`src/design/dtc_pkg.sv`:
```
// Shared types and codes for the divider/timer/counter block.
// Used by dtc_core and divider_timer_counter; depends on nothing.
`default_nettype none

package dtc_pkg;

    localparam logic [1:0] OP_TICK   = 2'd0;
    localparam logic [1:0] OP_READ   = 2'd1;
    localparam logic [1:0] OP_WRITE  = 2'd2;
    localparam logic [1:0] OP_UNUSED = 2'd3;

    localparam logic [1:0] REG_DIV  = 2'd0;
    localparam logic [1:0] REG_TIMA = 2'd1;
    localparam logic [1:0] REG_TMA  = 2'd2;
    localparam logic [1:0] REG_TAC  = 2'd3;

    localparam logic [1:0] STAGE_OFF   = 2'd0;
    localparam logic [1:0] STAGE_DELAY = 2'd1;
    localparam logic [1:0] STAGE_NOW   = 2'd2;

    localparam logic [15:0] TICK_INCREMENT = 16'd4;
    localparam logic [4:0]  TAC_READ_ONES  = 5'b11111;

    typedef struct packed {
        logic [1:0] operation;
        logic [1:0] register_select;
        logic [7:0] write_data;
    } request_t;

    typedef struct packed {
        logic [7:0] read_data;
        logic       reload_irq;
    } result_t;

    // Counter bit watched by the timer: bit 9, 3, 5 or 7 for rates 0 to 3.
    function automatic logic sel_bit(input logic [15:0] counter, input logic [1:0] rate);
        logic b;
        begin
            case (rate)
                2'd0: b = counter[9];
                2'd1: b = counter[3];
                2'd2: b = counter[5];
                2'd3: b = counter[7];
                default: b = 1'b0;
            endcase
            return b;
        end
    endfunction

endpackage

`default_nettype wire

```
`src/design/divider_timer_counter.sv`:
```
// Top level of the divider/timer/counter: input register, core, result register.
// Depends on dtc_pkg and dtc_core.
//
// Channel  Direction  Handshake            Payload
// in       input      in_valid / in_ready  operation, register_select, write_data
// out      output     out_valid/out_ready  read_data, reload_irq
//
// Each request is held in the input register, then passes through the core into
// the result register. A new request is accepted every cycle while the result
// side keeps up. When out_ready is low with a result waiting, both stages hold
// and in_ready drops once the input register is full.
// Reset clears the timer state and both stage valid flags.
`default_nettype none

module divider_timer_counter
    import dtc_pkg::*;
(
    input  wire logic       clk,
    input  wire logic       rst_n,
    input  wire logic       in_valid,
    output      logic       in_ready,
    input  wire logic [1:0] operation,
    input  wire logic [1:0] register_select,
    input  wire logic [7:0] write_data,
    output      logic       out_valid,
    input  wire logic       out_ready,
    output      logic [7:0] read_data,
    output      logic       reload_irq
);

    logic     req_valid_reg;
    request_t req_reg;
    logic     res_valid_reg;
    result_t  res_reg;
    result_t  core_res;
    logic     advance;

    assign advance  = req_valid_reg && (!res_valid_reg || out_ready);
    assign in_ready = !req_valid_reg || advance;

    dtc_core u_core (
        .clk    (clk),
        .rst_n  (rst_n),
        .enable (advance),
        .req    (req_reg),
        .res    (core_res)
    );

    always_ff @(posedge clk or negedge rst_n)
    begin
        if (!rst_n)
        begin
            req_valid_reg <= 1'b0;
            res_valid_reg <= 1'b0;
        end
        else
        begin
            if (in_ready)
                req_valid_reg <= in_valid;
            if (advance)
                res_valid_reg <= 1'b1;
            else if (out_ready)
                res_valid_reg <= 1'b0;
        end
    end

    always_ff @(posedge clk)
    begin
        if (in_ready && in_valid)
            req_reg <= '{operation: operation, register_select: register_select,
                         write_data: write_data};
        if (advance)
            res_reg <= core_res;
    end

    assign out_valid  = res_valid_reg;
    assign read_data  = res_reg.read_data;
    assign reload_irq = res_reg.reload_irq;

endmodule

`default_nettype wire

```
`src/design/dtc_core.sv`:
```
// Timer state registers and the single-pass update for one request.
// Depends on dtc_pkg.
`default_nettype none

module dtc_core
    import dtc_pkg::*;
(
    input  wire logic     clk,
    input  wire logic     rst_n,
    input  wire logic     enable,
    input  wire request_t req,
    output result_t       res
);

    logic [15:0] counter_reg, counter_next;
    logic        enable_reg, enable_next;
    logic [1:0]  rate_reg, rate_next;
    logic [1:0]  stage_reg, stage_next;
    logic [7:0]  tima_reg, tima_next;
    logic [7:0]  tma_reg, tma_next;

    always_comb
    begin
        logic        step;
        logic [15:0] sum;
        logic        new_en;
        logic [1:0]  new_rate;
        counter_next = counter_reg;
        enable_next  = enable_reg;
        rate_next    = rate_reg;
        stage_next   = stage_reg;
        tima_next    = tima_reg;
        tma_next     = tma_reg;
        res          = '0;
        step         = 1'b0;
        sum          = counter_reg + TICK_INCREMENT;
        new_en       = req.write_data[2];
        new_rate     = req.write_data[1:0];

        case (req.operation)
            OP_TICK:
            begin
                counter_next = sum;
                if (stage_reg == STAGE_DELAY)
                begin
                    stage_next     = STAGE_NOW;
                    tima_next      = tma_reg;
                    res.reload_irq = 1'b1;
                end
                else
                begin
                    stage_next = STAGE_OFF;
                end
                step = enable_reg && sel_bit(counter_reg, rate_reg) && !sel_bit(sum, rate_reg);
            end
            OP_READ:
            begin
                case (req.register_select)
                    REG_DIV:  res.read_data = counter_reg[15:8];
                    REG_TIMA: res.read_data = tima_reg;
                    REG_TMA:  res.read_data = tma_reg;
                    REG_TAC:  res.read_data = {TAC_READ_ONES, enable_reg, rate_reg};
                    default:  res.read_data = '0;
                endcase
            end
            OP_WRITE:
            begin
                case (req.register_select)
                    REG_DIV:
                    begin
                        step         = enable_reg && sel_bit(counter_reg, rate_reg);
                        counter_next = '0;
                    end
                    REG_TIMA:
                    begin
                        if (stage_reg == STAGE_DELAY)
                        begin
                            tima_next  = req.write_data;
                            stage_next = STAGE_NOW;
                        end
                        else if (stage_reg == STAGE_NOW)
                        begin
                            tima_next  = tma_reg;
                            stage_next = STAGE_OFF;
                        end
                        else
                        begin
                            tima_next = req.write_data;
                        end
                    end
                    REG_TMA:
                    begin
                        tma_next = req.write_data;
                        if (stage_reg == STAGE_NOW)
                            tima_next = req.write_data;
                    end
                    REG_TAC:
                    begin
                        if (enable_reg && !new_en)
                            step = sel_bit(counter_reg, rate_reg);
                        else if (rate_reg != new_rate)
                            step = sel_bit(counter_reg, rate_reg)
                                && !sel_bit(counter_reg, new_rate) && new_en;
                        enable_next = new_en;
                        rate_next   = new_rate;
                    end
                    default:
                    begin
                        step = 1'b0;
                    end
                endcase
            end
            default:
            begin
                step = 1'b0;
            end
        endcase

        // A step from 255 wraps to zero and arms the delayed reload.
        if (step)
        begin
            tima_next = tima_next + 8'd1;
            if (tima_next == 8'd0)
                stage_next = STAGE_DELAY;
        end
    end

    always_ff @(posedge clk or negedge rst_n)
    begin
        if (!rst_n)
        begin
            counter_reg <= '0;
            enable_reg  <= 1'b0;
            rate_reg    <= '0;
            stage_reg   <= STAGE_OFF;
            tima_reg    <= '0;
            tma_reg     <= '0;
        end
        else if (enable)
        begin
            counter_reg <= counter_next;
            enable_reg  <= enable_next;
            rate_reg    <= rate_next;
            stage_reg   <= stage_next;
            tima_reg    <= tima_next;
            tma_reg     <= tma_next;
        end
    end

endmodule

`default_nettype wire

```
`config.mk`:
```
export PLATFORM = sky130hd
export DESIGN_NAME = divider_timer_counter
export DESIGN_NICKNAME = d
export VERILOG_FILES = /design/src/design/dtc_pkg.sv /design/src/design/divider_timer_counter.sv /design/src/design/dtc_core.sv
export SDC_FILE = /design/constraint.sdc
export NUM_CORES = 1
export LEC_CHECK = 0
export BUFFER_PORTS_ARGS = -buffer_cell sky130_fd_sc_hd__buf_2
export CORE_ASPECT_RATIO = 0.75
export CORE_MARGIN = 2
export CORE_UTILIZATION = 60
export DETAILED_ROUTE_END_ITERATION = 10
export HOLD_SLACK_MARGIN = 0.02
export PLACE_DENSITY = 0.8
export SETUP_SLACK_MARGIN = 0.05
export SLEW_MARGIN = 5
export SYNTH_ARGS = -nofsm -noshare
export SYNTH_HDL_FRONTEND = slang
export SYNTH_HIERARCHICAL = 1
export SYNTH_SLANG_ARGS = --single-unit
export TNS_END_PERCENT = 30
```
`constraint.sdc`:
```
create_clock -name clk -period 3.84 [get_ports clk]
set_clock_uncertainty 0.2 [all_clocks]
set_input_delay 0.384 -clock clk [delete_from_list [all_inputs] [get_ports clk]]
set_output_delay 0.384 -clock clk [all_outputs]
set_load 0.02 [all_outputs]
```
# ---- Yosys cells after proc, flatten, opt, wreduce, memory -nomap -nowiden
# Cells that the tools add are included.
# Widths: inputs -> output; s select.
dict set report totals {
  ff_bits 60
  inputBits 16
  output_inout_bits 11
  word_cells 94
}
dict set report op_classes {
  n_addsub 2
  eq_ne 15
  n_mux 39
  n_reduce_logical 25
}
# cell count
set ops {}
lappend ops {{$mux 8} 5}
lappend ops {{$pmux 16 s2} 1}
lappend ops {{$pmux 8 s2} 2}
lappend ops {{$pmux 8 s4} 1}
lappend ops {{$mux 1} 17}
lappend ops {{$add 16x3->16 const B} 1}
lappend ops {{$eq 2x2->1 const B} 8}
lappend ops {{$mux 16} 1}
lappend ops {{$mux 2} 6}
lappend ops {{$pmux 1 s4} 3}
lappend ops {{$eq 2x1->1 const B} 5}
lappend ops {{$reduce_and 3->1} 3}
lappend ops {{$add 8x1->8 const B} 1}
lappend ops {{$logic_and 1x1->1} 8}
lappend ops {{$logic_not 2->1} 4}
lappend ops {{$logic_not 8->1} 1}
lappend ops {{$logic_not 1->1} 5}
lappend ops {{$pmux 1 s2} 2}
lappend ops {{$pmux 2 s2} 1}
lappend ops {{$reduce_bool 2->1} 2}
lappend ops {{$logic_or 1x1->1} 2}
lappend ops {{$ne 2x2->1} 1}
lappend ops {{$ne 2x2->1 const B} 1}

# ---- Depth between registers and ports, before layout
dict set report logic_depth {
  word_depth 14
  ltp_mapped 13
  mapped_depth_nobuf 12
}

# ---- By module
# Netlist, hierarchy kept.
# mod instances cells_each area_each_um2 seq_area_each_um2
set by_module_without_submodules {}
lappend by_module_without_submodules {dtc_core 1 327 2792.7 875.8}
lappend by_module_without_submodules {divider_timer_counter 1 29 734.5 680.7}

# ---- Worst setup path before layout
# OpenSTA, ideal clock, no wires.
dict set report synth_path {
  path_kind {register to register}
  from {reg req_reg[8] (netlist bit)}
  to {reg u_core.tima_reg[5]}
  setup_time_ns 0.126
  arrival_ns 2.927
  required_time_ns 3.514
  path_slack_ns 0.587
  path_stages_with_launch 10
  path_buffers 1
  period_less_slack_ns 3.253
  cell_sequence {edfxtp_1 -> inv_1 -> ha_1 -> clkbuf_1 -> or4_4 -> a311oi_2 -> a32oi_2 -> or4_4 -> or3_1 -> a221o_1}
}
dict set report synth_between {
  elab_chain_cells 5
  elab_cells_between_ends 10
  cone_classes {add/sub (1); eq/ne (3); mux (5); reduce/logical (1)}
}
# element line_no
set synth_lines {}
lappend synth_lines {{start, declared} divider_timer_counter.sv:32} ;# request_t req_reg;
lappend synth_lines {{start signal, assigned} divider_timer_counter.sv:70} ;# req_reg <= '{operation: operation, register_select: register_select,
lappend synth_lines {{$eq 2x2->1 / $eq 2x1->1 (equally long branches)} dtc_core.sv:68} ;# case (req.register_select)
lappend synth_lines {{$pmux 8 s2} dtc_core.sv:68}
lappend synth_lines {{$pmux 8 s2} dtc_core.sv:40} ;# case (req.operation)
lappend synth_lines {{$add 8x1->8} dtc_core.sv:122} ;# tima_next = tima_next + 8'd1;
lappend synth_lines {{$mux 8 (*)} dtc_core.sv:120} ;# if (step)
lappend synth_lines {{end signal, assigned} dtc_core.sv:145} ;# tima_reg <= tima_next;
lappend synth_lines {{end, declared} dtc_core.sv:19} ;# logic [7:0] tima_reg, tima_next;
# Mark *: on every way between the ends. The rest lies on a longest branch, timed or not.
# A chain may end at the register's enable or synchronous reset.

# ---- Worst setup path after layout
# Same ends and word-level chain as after synthesis.

==> flow_metrics.env <==
export IMPL_outcome="completed"
export IMPL_grt_util_all_layers=0.280
export IMPL_clock_sinks=58
export IMPL_synth_xor_xnor_area_share=0.0348
export IMPL_yosysTopAreaCellShare=0.263
export IMPL_synthMuxAreaShare=0.0830
export IMPL_synth_common_cells="nor2_1, dfrtp_1, a21oi_1, edfxtp_1, mux2_2"
export IMPL_cts_made_buffers=9
export IMPL_endpoint_kind="flop"
export IMPL_synth_top_cell_by_area="dfrtp_1"
export IMPL_antenna_found_initial=0
export IMPL_dr_wl_met3_um=827
export IMPL_synthArstFlopShare=0.638
export IMPL_drive_gt1_frac=0.189
export IMPL_grt_overflow_total=0
export IMPL_crit_path_frequent_cell="or4_4"
export IMPL_worstSkewPairLatency_ns=0.34
export IMPL_rsz0062_at_grt="false"
export IMPL_nets=414
export IMPL_hold_viol_final=0
export IMPL_yosys_most_used_dff="dfrtp_1"
export IMPL_cp_required_ns=3.86
export IMPL_drc=0
export IMPL_critPathLaunchType="flop"
export IMPL_max_freq_mhz=292
export IMPL_setup_ws_ns=0.420
export IMPL_finalMaxSlewViolations=0
export IMPL_worstSetupPathType="flop to flop"
export IMPL_drtAntennaViolNets=0
export IMPL_dieWidth_um=92.5
export IMPL_fin_crit_sh=0.891
export IMPL_fin_tns_setup_ns=0
export IMPL_tightest_slew_ns=0.875
export IMPL_preCtsSetupSlack_ns=0.448
export IMPL_drv_cap=0
export IMPL_critPathTopFamily="simple AND/OR/NAND/NOR gates"
export IMPL_finalHoldWorstSlack_ns=0.0347
export IMPL_cp_slowest_cell="or4_4"
export IMPL_fin_area_um2=4010
export IMPL_synth_compound_area_share=0.181
export IMPL_max_slew_margin=0.408
export IMPL_port_buffers=26
export IMPL_irDropWorstVdd_v=0.000392
export IMPL_timing_critical_path_buf_inv=1
export IMPL_synth_simple_gate_area_frac=0.193
export IMPL_yosysWarnings=6
export IMPL_finalCriticalPeriod_ns=3.42
export IMPL_synth_top_family_by_area="simple AND/OR/NAND/NOR gates"
export IMPL_max_stage_delay_ns=0.58
export IMPL_setup_viol_count_final=0
export IMPL_top_layer="met4"
export IMPL_cts_reportedPaths_clkPinSlew_ns=0.06
export IMPL_syn_nets=379
export IMPL_gp_congestion=0.945
export IMPL_dpl_cell_area_um2=3710
export IMPL_post_cts_buffers=0
export IMPL_synthAdderAreaFrac=0.0248
export IMPL_ys_top_cells_by_area="dfrtp_1, edfxtp_1, mux2_2"
export IMPL_avgSynthCellArea_um2=9.91
export IMPL_worstPathCellList="inv_1 > ha_1 > or4_4 > a311oi_2 > a32oi_2 > or4_4 > or3_1 > a221o_1"
export IMPL_power_mw=2.04
export IMPL_netlist_instances=356
export IMPL_synth_most_common_cell="nor2_1"
export IMPL_wirelength_um=8330
export IMPL_start_util=0.615
export IMPL_drt_iter0_markers=392
export IMPL_seq_area_frac_synth=0.441
export IMPL_arrival_ns=3.44
export IMPL_die_y_um=70.4
export IMPL_dr_pass1_iters=7
export IMPL_area_delta_synth_final_pct=13.8
export IMPL_synth_edff_count=21
export IMPL_cellLeakagePower_nw=1.65
export IMPL_wl_met1_um=3850
export IMPL_htreeDepth=3
export IMPL_first_global_vias=2772
export IMPL_core_um2=5740
export IMPL_die_area_um2=6510
export IMPL_syn_cell_area_um2=3530
export IMPL_avgViaCountPerCell=6.31
export IMPL_vias=2990
export IMPL_power_density_nw_per_um2=508
export IMPL_hold_path_class="input port to flop"
export IMPL_grt_pass1_wl_um=14000
export IMPL_grt_max_degree=38
export IMPL_pin_count=27
export IMPL_route_met2_wl_um=3540
export IMPL_dpl_hpwl_um=5840
export IMPL_synth_cell_types=61
export IMPL_ys_ff_latch=58
export IMPL_n_antenna_cell=0
export IMPL_largest_reg_flops=14
export IMPL_cts_max_path_buffers=2
export IMPL_cts_tree="yes"
export IMPL_row_count=24
export IMPL_cts_root_buf="clkbuf_8"
export IMPL_wire_per_inst_um=17.6
export IMPL_worstPathMaxFanout=12
==> placed cells by master, fill, tap and decap left out, types with 3 or more instances in the layout <==
cell           netlist  routed
a2bb2oi_1            3       3
clkinv_2             0       3
a221o_1              3       3
or3_1                3       3
dlygate4sd3_1        0      12
a22oi_1              5       5
nor2b_1              5       5
xnor2_1              7       7
nand4b_1             3       3
nand2_1             15      15
nand4_1              4       4
mux2_2              18      18
nor2_1              42      42
mux2i_1              9       9
ha_1                 7       7
a221oi_1             6       6
o211ai_1             6       6
dfrtp_1             37      37
a222oi_1             3       3
nand2b_1             6       6
a211oi_1             3       3
nand3_1             12      12
buf_2                0      26
inv_1               14      14
xor2_1               7       7
clkbuf_8             0       9
clkinv_1             2       4
and2_1               5       5
a21oi_1             21      21
o21ai_0              9       9
nor3_1              10      10
buf_4                0       6
edfxtp_1            21      21
a31oi_1              6       6
o22ai_1              7       7
o221ai_1             3       3
==> cell type report <==
type                    count  area [um^2]
inverters                  16         60.1
multi-input cells         262         1820
well taps                  78         97.6
fillers                   428         1720
flip-flops and latches     58         1560
repair buffers             44          295
clock buffers               9          124
clock inverters             7         60.1
==> through the flow <==
step	utilization	cells
3_5_place_dp	0.647	446
6_report	0.700	474
5_1_grt	0.700	474
3_3_place_gp	0.647	446
2_1_floorplan	-	356
4_1_cts	0.700	474
==> cell families (layout without fill, tap and decap cells) <==
group | count (synthesis) | after routing
flip-flops | 58 | 58
buffers and inverters | 36 | 76
adder cells (fa/ha/maj) | 7 | 7
AND/OR/NAND/NOR | 125 | 125
XOR/XNOR | 14 | 14
AO/OA/AOI/OAI | 89 | 89
multiplexers | 27 | 27
==> routing by layer <==
layer	track usage	vias to the layer above
li1	-	1407
met1	0.425	1397
met2	0.398	173
met3	0.0690	13
met4	0.0829	0
met5	0	-
==> path summary, 6_finish.rpt <==
path | slack (ns) | startpoint | cells after the start | to
setup reg to reg | 0.42 | req_reg[8]$_DFFE_PP_ | 8 | u_core/tima_reg[5]$_DFFE_PN0P_
hold / removal | 0.03 | write_data[0] | 1 | req_reg[0]$_DFFE_PP_
min in group asynchronous | 0.48 | rst_n | 2 | u_core/tima_reg[4]$_DFFE_PN0P_
hold reg to reg | 0.34 | req_valid_reg$_DFFE_PN0P_ | 1 | out_valid$_DFFE_PN0P_
max in group asynchronous | 2.42 | rst_n | 2 | u_core/tima_reg[7]$_DFFE_PN0P_
setup / recovery | 0.42 | req_reg[8]$_DFFE_PP_ | 8 | u_core/tima_reg[5]$_DFFE_PN0P_
==> power by group <==
group | switching, mW | leakage (nW) | internal [mW]
clock | 0.235 | 0.0939 | 0.291
sequential | 0.183 | 0.665 | 0.758
combinational | 0.301 | 0.889 | 0.270
total | 0.719 | 1.65 | 1.32
==> what timing repair did <==
action                                  4_1_cts  5_1_grt
endpoints found under the hold margin        48        0
hold buffers                                 12        0
gates resized for setup                       0        0
endpoints found under the setup margin        0        0
Power figures use the tool's default switching activity.
